`src/design/mbwm_pkg.sv`:
```
// Shared types, constants and the CRC-16/MODBUS byte update of the
// write-multiple-registers framer. No dependencies.
package mbwm_pkg;

   localparam int MaxRegisters = 16;
   localparam int CntW = 5;

   localparam logic [15:0] CrcInit = 16'hFFFF;
   localparam logic [15:0] CrcPoly = 16'hA001;
   localparam logic [7:0] FuncWriteMulti = 8'h10;
   localparam logic [7:0] NodeReset = 8'h01;
   localparam logic [CntW-1:0] CountReset = CntW'(MaxRegisters);

   typedef enum logic [1:0] {
      CsrNodeAddress   = 2'd0,
      CsrStartAddress  = 2'd1,
      CsrRegisterCount = 2'd2
   } csr_index_type;

   typedef enum logic [3:0] {
      PosNode      = 4'd0,
      PosFunc      = 4'd1,
      PosStartHi   = 4'd2,
      PosStartLo   = 4'd3,
      PosCountHi   = 4'd4,
      PosCountLo   = 4'd5,
      PosByteCount = 4'd6,
      PosValueHi   = 4'd7,
      PosValueLo   = 4'd8,
      PosCrcLo     = 4'd9,
      PosCrcHi     = 4'd10
   } pos_type;

   typedef struct packed {
      logic [15:0]     value;
      logic            first;
      logic            last;
      logic [7:0]      node;
      logic [15:0]     start;
      logic [CntW-1:0] count;
   } mbwm_entry_type;

   function automatic logic [15:0] crc_update(logic [15:0] crc, logic [7:0] b);
      logic [15:0] c;
      c = crc ^ {8'h00, b};
      for (int k = 0; k < 8; k++) begin
         c = c[0] ? ((c >> 1) ^ CrcPoly) : (c >> 1);
      end
      return c;
   endfunction

endpackage

```
`src/design/modbus_write_multiple_framer_top.sv`:
```
// Modbus RTU write-multiple-registers framer, top level.
// Instantiates mbwm_front, mbwm_queue and mbwm_back; depends on mbwm_pkg.
//
// Each accepted 16-bit value yields its frame bytes, one beat per cycle
// from a registered output unless rsp_tready stalls it: 2 beats for a
// mid-frame value, 7 more for the header on the first value of a frame,
// 2 more for the CRC after the last. The byte sequencer in the back end
// sets the rate at which values stream; a 2-entry queue lets input keep
// flowing while output stalls, until it fills. Frame end rides on
// rsp_tlast, last beat of a value on rsp_tuser. Configuration writes are
// taken every cycle and belong in idle periods; register count is clamped
// to 1..16 and header fields are sampled on the first value of each frame.
module modbus_write_multiple_framer_top import mbwm_pkg::*; (
   input  logic        clock,
   input  logic        reset,
   input  logic        csr_valid,
   output logic        csr_ready,
   input  logic [1:0]  csr_index,
   input  logic [15:0] csr_data,
   input  logic        req_tvalid,
   output logic        req_tready,
   input  logic [15:0] req_tdata,   // [15:0] reg_value
   output logic        rsp_tvalid,
   input  logic        rsp_tready,
   output logic [7:0]  rsp_tdata,   // [7:0] frame_byte
   output logic        rsp_tlast,   // frame_end
   output logic        rsp_tuser    // [0] run_last
);

   logic           queue_full;
   logic           push;
   mbwm_entry_type push_entry;
   logic           pop;
   logic           head_valid;
   mbwm_entry_type head_entry;

   mbwm_front u_front (
      .clock      (clock),
      .reset      (reset),
      .csr_valid  (csr_valid),
      .csr_ready  (csr_ready),
      .csr_index  (csr_index),
      .csr_data   (csr_data),
      .req_tvalid (req_tvalid),
      .req_tready (req_tready),
      .req_tdata  (req_tdata),
      .queue_full (queue_full),
      .push       (push),
      .push_entry (push_entry)
   );

   mbwm_queue u_queue (
      .clock      (clock),
      .reset      (reset),
      .push       (push),
      .push_entry (push_entry),
      .full       (queue_full),
      .pop        (pop),
      .head_valid (head_valid),
      .head_entry (head_entry)
   );

   mbwm_back u_back (
      .clock      (clock),
      .reset      (reset),
      .head_valid (head_valid),
      .head_entry (head_entry),
      .pop        (pop),
      .rsp_tvalid (rsp_tvalid),
      .rsp_tready (rsp_tready),
      .rsp_tdata  (rsp_tdata),
      .rsp_tlast  (rsp_tlast),
      .rsp_tuser  (rsp_tuser)
   );

endmodule

```
`src/design/mbwm_front.sv`:
```
// Front end: holds the configuration registers, tracks the value index
// within a frame and tags each accepted value. Depends on mbwm_pkg.
module mbwm_front import mbwm_pkg::*; (
   input  logic           clock,
   input  logic           reset,
   input  logic           csr_valid,
   output logic           csr_ready,
   input  logic [1:0]     csr_index,
   input  logic [15:0]    csr_data,
   input  logic           req_tvalid,
   output logic           req_tready,
   input  logic [15:0]    req_tdata,   // [15:0] reg_value
   input  logic           queue_full,
   output logic           push,
   output mbwm_entry_type push_entry
);

   logic [7:0]      node_ff;
   logic [15:0]     start_ff;
   logic [CntW-1:0] count_ff;
   logic [CntW-1:0] index_ff, index_in;
   logic [CntW-1:0] count_use;
   logic [CntW-1:0] index_next;
   logic            last;

   assign csr_ready = 1'b1;

   always_ff @(posedge clock) begin
      if (reset) begin
         node_ff  <= NodeReset;
         start_ff <= 16'h0000;
         count_ff <= CountReset;
      end else if (csr_valid) begin
         unique case (csr_index_type'(csr_index))
            CsrNodeAddress:   node_ff  <= csr_data[7:0];
            CsrStartAddress:  start_ff <= csr_data;
            CsrRegisterCount: count_ff <= csr_data[CntW-1:0];
            default: ;
         endcase
      end
   end

   always_comb begin
      if (count_ff == '0) begin
         count_use = CntW'(1);
      end else if (count_ff > CntW'(MaxRegisters)) begin
         count_use = CntW'(MaxRegisters);
      end else begin
         count_use = count_ff;
      end
      index_next = index_ff + CntW'(1);
      last       = index_next >= count_use;
      req_tready = !queue_full;
      push       = req_tvalid && !queue_full;
      index_in   = push ? (last ? '0 : index_next) : index_ff;
      push_entry.value = req_tdata;
      push_entry.first = index_ff == '0;
      push_entry.last  = last;
      push_entry.node  = node_ff;
      push_entry.start = start_ff;
      push_entry.count = count_use;
   end

   always_ff @(posedge clock) begin
      if (reset) begin
         index_ff <= '0;
      end else begin
         index_ff <= index_in;
      end
   end

   a_index_range: assert property (@(posedge clock) disable iff (reset)
      index_ff < CntW'(MaxRegisters))
      else $error("value index out of range");

   a_first_restart: assert property (@(posedge clock) disable iff (reset)
      push && push_entry.last |=> index_ff == '0)
      else $error("index not cleared after last value");

   a_last_count: assert property (@(posedge clock) disable iff (reset)
      push && push_entry.first && push_entry.count == CntW'(1) |-> push_entry.last)
      else $error("single-value frame not marked last");

endmodule

```
`src/design/mbwm_queue.sv`:
```
// Two-entry queue of tagged values between the front and back ends.
// Depends on mbwm_pkg.
module mbwm_queue import mbwm_pkg::*; (
   input  logic           clock,
   input  logic           reset,
   input  logic           push,
   input  mbwm_entry_type push_entry,
   output logic           full,
   input  logic           pop,
   output logic           head_valid,
   output mbwm_entry_type head_entry
);

   mbwm_entry_type mem_ff [2];
   logic       wr_ptr_ff, wr_ptr_in;
   logic       rd_ptr_ff, rd_ptr_in;
   logic [1:0] count_ff, count_in;

   always_comb begin
      full       = count_ff == 2'd2;
      head_valid = count_ff != 2'd0;
      head_entry = mem_ff[rd_ptr_ff];
      wr_ptr_in  = push ? !wr_ptr_ff : wr_ptr_ff;
      rd_ptr_in  = pop ? !rd_ptr_ff : rd_ptr_ff;
      count_in   = count_ff + {1'b0, push} - {1'b0, pop};
   end

   always_ff @(posedge clock) begin
      if (push) begin
         mem_ff[wr_ptr_ff] <= push_entry;
      end
   end

   always_ff @(posedge clock) begin
      if (reset) begin
         wr_ptr_ff <= 1'b0;
         rd_ptr_ff <= 1'b0;
         count_ff  <= 2'd0;
      end else begin
         wr_ptr_ff <= wr_ptr_in;
         rd_ptr_ff <= rd_ptr_in;
         count_ff  <= count_in;
      end
   end

   a_no_overflow: assert property (@(posedge clock) disable iff (reset)
      full |-> !push)
      else $error("push into full queue");

   a_no_underflow: assert property (@(posedge clock) disable iff (reset)
      pop |-> head_valid)
      else $error("pop from empty queue");

   a_count_range: assert property (@(posedge clock) disable iff (reset)
      count_ff != 2'd3)
      else $error("queue count out of range");

endmodule

```
`src/design/mbwm_back.sv`:
```
// Back end: walks each queued value through its frame bytes, one byte per
// beat, keeps the running CRC and drives the output register.
// Depends on mbwm_pkg.
module mbwm_back import mbwm_pkg::*; (
   input  logic           clock,
   input  logic           reset,
   input  logic           head_valid,
   input  mbwm_entry_type head_entry,
   output logic           pop,
   output logic           rsp_tvalid,
   input  logic           rsp_tready,
   output logic [7:0]     rsp_tdata,   // [7:0] frame_byte
   output logic           rsp_tlast,   // frame_end
   output logic           rsp_tuser    // [0] run_last
);

   logic       started_ff, started_in;
   pos_type    pos_ff, pos_in;
   pos_type    pos_cur;
   logic [15:0] crc_ff, crc_in;
   logic [15:0] crc_cur;
   logic [7:0] data_byte;
   logic       final_byte;
   logic       emit;
   logic       out_adv;
   logic       rsp_tvalid_ff, rsp_tvalid_in;
   logic [7:0] rsp_tdata_ff, rsp_tdata_in;
   logic       rsp_tlast_ff, rsp_tlast_in;
   logic       rsp_tuser_ff, rsp_tuser_in;

   always_comb begin
      if (started_ff) begin
         pos_cur = pos_ff;
      end else begin
         pos_cur = head_entry.first ? PosNode : PosValueHi;
      end
      crc_cur = (pos_cur == PosNode) ? CrcInit : crc_ff;
      unique case (pos_cur)
         PosNode:      data_byte = head_entry.node;
         PosFunc:      data_byte = FuncWriteMulti;
         PosStartHi:   data_byte = head_entry.start[15:8];
         PosStartLo:   data_byte = head_entry.start[7:0];
         PosCountHi:   data_byte = 8'h00;
         PosCountLo:   data_byte = 8'(head_entry.count);
         PosByteCount: data_byte = 8'({head_entry.count, 1'b0});
         PosValueHi:   data_byte = head_entry.value[15:8];
         PosValueLo:   data_byte = head_entry.value[7:0];
         PosCrcLo:     data_byte = crc_ff[7:0];
         PosCrcHi:     data_byte = crc_ff[15:8];
         default:      data_byte = 8'h00;
      endcase
      final_byte = (pos_cur == PosValueLo && !head_entry.last) || pos_cur == PosCrcHi;
      out_adv    = !rsp_tvalid_ff || rsp_tready;
      emit       = head_valid && out_adv;
      pop        = emit && final_byte;

      started_in = started_ff;
      pos_in     = pos_ff;
      crc_in     = crc_ff;
      if (emit) begin
         started_in = !final_byte;
         pos_in     = pos_type'(pos_cur + 4'd1);
         if (pos_cur != PosCrcLo && pos_cur != PosCrcHi) begin
            crc_in = crc_update(crc_cur, data_byte);
         end
      end

      rsp_tvalid_in = emit ? 1'b1 : (rsp_tready ? 1'b0 : rsp_tvalid_ff);
      rsp_tdata_in  = emit ? data_byte : rsp_tdata_ff;
      rsp_tlast_in  = emit ? (pos_cur == PosCrcHi) : rsp_tlast_ff;
      rsp_tuser_in  = emit ? final_byte : rsp_tuser_ff;
   end

   always_ff @(posedge clock) begin
      if (reset) begin
         started_ff    <= 1'b0;
         pos_ff        <= PosNode;
         rsp_tvalid_ff <= 1'b0;
      end else begin
         started_ff    <= started_in;
         pos_ff        <= pos_in;
         rsp_tvalid_ff <= rsp_tvalid_in;
      end
   end

   always_ff @(posedge clock) begin
      crc_ff       <= crc_in;
      rsp_tdata_ff <= rsp_tdata_in;
      rsp_tlast_ff <= rsp_tlast_in;
      rsp_tuser_ff <= rsp_tuser_in;
   end

   assign rsp_tvalid = rsp_tvalid_ff;
   assign rsp_tdata  = rsp_tdata_ff;
   assign rsp_tlast  = rsp_tlast_ff;
   assign rsp_tuser  = rsp_tuser_ff;

   a_end_is_run_last: assert property (@(posedge clock) disable iff (reset)
      rsp_tvalid && rsp_tlast |-> rsp_tuser)
      else $error("frame end not marked as last beat of run");

   a_pos_range: assert property (@(posedge clock) disable iff (reset)
      started_ff |-> pos_ff <= PosCrcHi)
      else $error("byte position out of range");

   a_crc_after_last: assert property (@(posedge clock) disable iff (reset)
      emit && pos_cur == PosCrcLo |-> head_entry.last)
      else $error("CRC emitted for a value that does not end a frame");

endmodule
```
`config.mk`:
```
export PLATFORM = sky130hd
export DESIGN_NAME = modbus_write_multiple_framer_top
export DESIGN_NICKNAME = d
export VERILOG_FILES = /design/src/design/mbwm_pkg.sv /design/src/design/modbus_write_multiple_framer_top.sv /design/src/design/mbwm_front.sv /design/src/design/mbwm_queue.sv /design/src/design/mbwm_back.sv
export SDC_FILE = /design/constraint.sdc
export NUM_CORES = 1
export LEC_CHECK = 0
export ABC_AREA = 1
export BUFFER_PORTS_ARGS = -buffer_cell sky130_fd_sc_hd__buf_4
export CAP_MARGIN = 20
export CORE_ASPECT_RATIO = 2
export CORE_MARGIN = 4
export CORE_UTILIZATION = 45
export CTS_CLUSTER_SIZE = 20
export DETAILED_ROUTE_END_ITERATION = 10
export GPL_TIMING_DRIVEN = 0
export MAX_ROUTING_LAYER = met4
export PLACE_DENSITY = 0.64
export SLEW_MARGIN = 25
export SYNTH_ARGS = -nofsm -noshare
export SYNTH_HDL_FRONTEND = slang
export SYNTH_HIERARCHICAL = 1
export SYNTH_SLANG_ARGS = --single-unit
export TNS_END_PERCENT = 1
```
`constraint.sdc`:
```
create_clock -name clock -period 7.6 [get_ports clock]
set_clock_uncertainty 0.15 [all_clocks]
set_input_delay 1.14 -clock clock [delete_from_list [all_inputs] [get_ports clock]]
set_output_delay 1.14 -clock clock [all_outputs]
set_load 0.03 [all_outputs]
```
==> out/results.ini <==
[status]
status = complete, no violations

[clocking]
cts_hold_buf = 0
cts-resized-gates = 0
clk_pin_slew_ps = 70
cts-htree-levels = 4
cts.sinks = 165
cts_setup_buffers = 0
cts-buffers-inserted = 17
tritoncts = yes
cts_buffer_depth = 2
cts_root_buf = clkbuf_16
clock_latency_ps = 430

[worst_hold_path]
hp-class = reg2reg

[final_layout]
nets = 842
drive_gt1_share_pct = 27.1
nFillCells = 1508
utilization_pct = 52.5
postLayoutCellArea_um2 = 9060
antenna_cells = 0
area_growth_pct = 15.0

[global_route]
grt_pass1_wl_mm = 27.4
antenna_found_initial = 0
grt-ovfl-total = 0
grt_pass1_vias = 5402
track_usage_pct = 18.8
grt_max_degree = 34

[yosys]
synth_common_cells = edfxtp_1, nand2_1, nor2_1
yosys_warnings = 6
syn_inst = 732
synth_fp_nets = 784
yosysSeqAreaShare_pct = 57.2
ys_ff_latch = 165
synth_top_cell_by_area = edfxtp_1
synth-edff-count = 120
ys_types = 41
synth.area.top_cells = edfxtp_1, dfxtp_1, mux2_4
synthFlopType = edfxtp_1
avgSynthCellArea_um2 = 10.8
synth_top_area_share_pct = 45.7
async_flop_share_pct = 0
yosysMostFrequentCell = edfxtp_1
synth_area_um2 = 7880

[timing]
fmax_mhz = 241
slew_headroom_pct = 59.0
post-route-min-period_ps = 4160
hold_violations = 0
rsz0062_at_grt = false
setup_viol = 0
worst_pin_slew_ps = 615
period_share_pct = 54.7
finalSetupTns_ps = 0
finalMaxSlewViolations = 0

[detailed_routing]
via_count = 5132
drtPass1Iterations = 5
avgViaCountPerCell = 5.07
drtIter0Drc = 210
wl_per_cell_um = 16.9
wirelength_mm = 17.1
drcViolationCount = 0
ant_nets = 0

[critical_path]
worstSetupStartpointType = register
max_stage_delay_ps = 460
critPathSlowestCell = a21oi_2
critPathArrivalTime_ps = 4180
rrSetupSlack_ps = 3440
critical_path_class = reg2reg
endpoint_kind = register
path_cells = buf_6 -> buf_6 -> mux2_4 -> nand2_1 -> o21ai_0 -> inv_1 -> ha_1 -> inv_1 -> a21oi_2 -> nand3_2 -> nand2_1 -> nor2_2 -> nand3_2 -> nand2_1 -> nand2_2 -> nand2_2 -> nand2_2 -> inv_1 -> nand2_2 -> nand2_1 -> nand2_2 -> nand3_1 -> nand3_2 -> nand2_1
required_ps = 7630
critPathMaxFanout = 10
cp_top_family = simple AND/OR/NAND/NOR gates
path_buf_inv = 5

[placement]
portBuffers = 34
placed_area_um2 = 8500
hpwl_mm = 13.2
gp_congestion = 0.942

[floorplanning]
io_pins = 52
die_w_um = 102
die_area_um2 = 19800
core_um2 = 17300
row_count = 68
initial_utilization_pct = 45.6
die_h_um = 195

[power]
ir_drop_uv = 133
leakage_nw = 3.88
power_density_nw_per_um2 = 294

[run]
maxCapViolations = 0

[final cells by class]
cell class,instances,area (um^2),share of cell area [%]
plain buffers,37,290,3.20
clock buffers,20,458,5.05
clock inverters,12,105,1.16
inverters,75,282,3.11
multi-input cells,455,2820,31.1
flip-flops and latches,165,4500,49.7
well taps,210,263,2.90
repair buffers,39,345,3.81
[through the flow]
step	hold slack (ps)	power (mW)	setup slack (ps)	cells
floorplan	270	1.68	3590	732
global placement	283	1.84	2540	976
detailed placement	285	1.87	3450	981
CTS	305	2.69	3440	1013
global route	327	2.80	3190	1013
finish	303	2.66	3440	1013
[where the power goes]
part           internal [mW]  switching [mW]
Clock                  0.449           0.364
Combinational          0.251           0.445
Sequential              1.11          0.0426
[flip-flops by register name, summed over array words and instances, names as in the netlist, named ones only]
signal,flops
u_back/rsp_tlast,1
u_back/rsp_tdata,8
u_queue/mem_ff,94
u_back/rsp_tvalid,1
u_front/node_ff,8
u_back/rsp_tuser,1
u_front/count_ff,5
u_back/crc_ff,16
u_queue/rd_ptr_ff,1
u_back/pos_ff,4
u_queue/wr_ptr_ff,1
u_front/index_ff,5
u_front/start_ff,16
u_queue/count_ff,2
u_back/started_ff,1
[path summary, 6_finish.rpt]
| check | start | endpoint | depth (start not counted) |
|---|---|---|---|
| max | register | u_back/crc_ff[0]$_DFFE_PP_ | 24 |
| min reg2reg | u_front/node_ff[1]$_SDFFE_PP0P_ | u_queue/mem_ff[1][22]$_DFFE_PP_ | 0 |
| min | u_front/node_ff[1]$_SDFFE_PP0P_ | u_queue/mem_ff[1][22]$_DFFE_PP_ | 0 |
| max reg2reg | register | u_back/crc_ff[0]$_DFFE_PP_ | 24 |
[cells in the final DEF, fill, tap and decap left out, types with 17 or more instances in the layout]
master and instances:
buf_4 55, clkbuf_16 18, dfxtp_1 45, edfxtp_1 120, inv_1 65, mux2_2 17, mux2_4 30, nand2_1 109
nand2_2 19, nand3_1 54, nor2_1 88, o21ai_0 31
[layer usage]
layer	vias to the layer above	global-route usage, %	routed length [um]
li1	2571	-	-
met1	2421	18.0	6040
met2	105	34.6	9970
met3	35	2.75	416
met4	0	10.6	716
met5	-	-	0
[kinds of logic after synthesis]
family	count (synthesis)	synth area share (%)
simple gates	320	19.5
fa+ha+maj	13	2.06
mux	47	8.14
xor+xnor	11	1.32
flops	165	57.2
other cells	1	0.0476
buf+inv	112	7.26
compound gates	63	4.49
[worst reg2reg max path: stages, from the launching register on]
cell	delay, ps
dfxtp_1	340
buf_6	170
buf_6	220
mux2_4	330
nand2_1	160
o21ai_0	190
inv_1	140
ha_1	220
inv_1	120
a21oi_2	460
nand3_2	210
nand2_1	120
nor2_2	60
nand3_2	100
nand2_1	80
nand2_2	110
nand2_2	70
nand2_2	110
inv_1	60
nand2_2	70
nand2_1	60
nand2_2	100
nand3_1	120
nand3_2	90
nand2_1	60
Note: power is estimated with default switching activity, not from simulation.
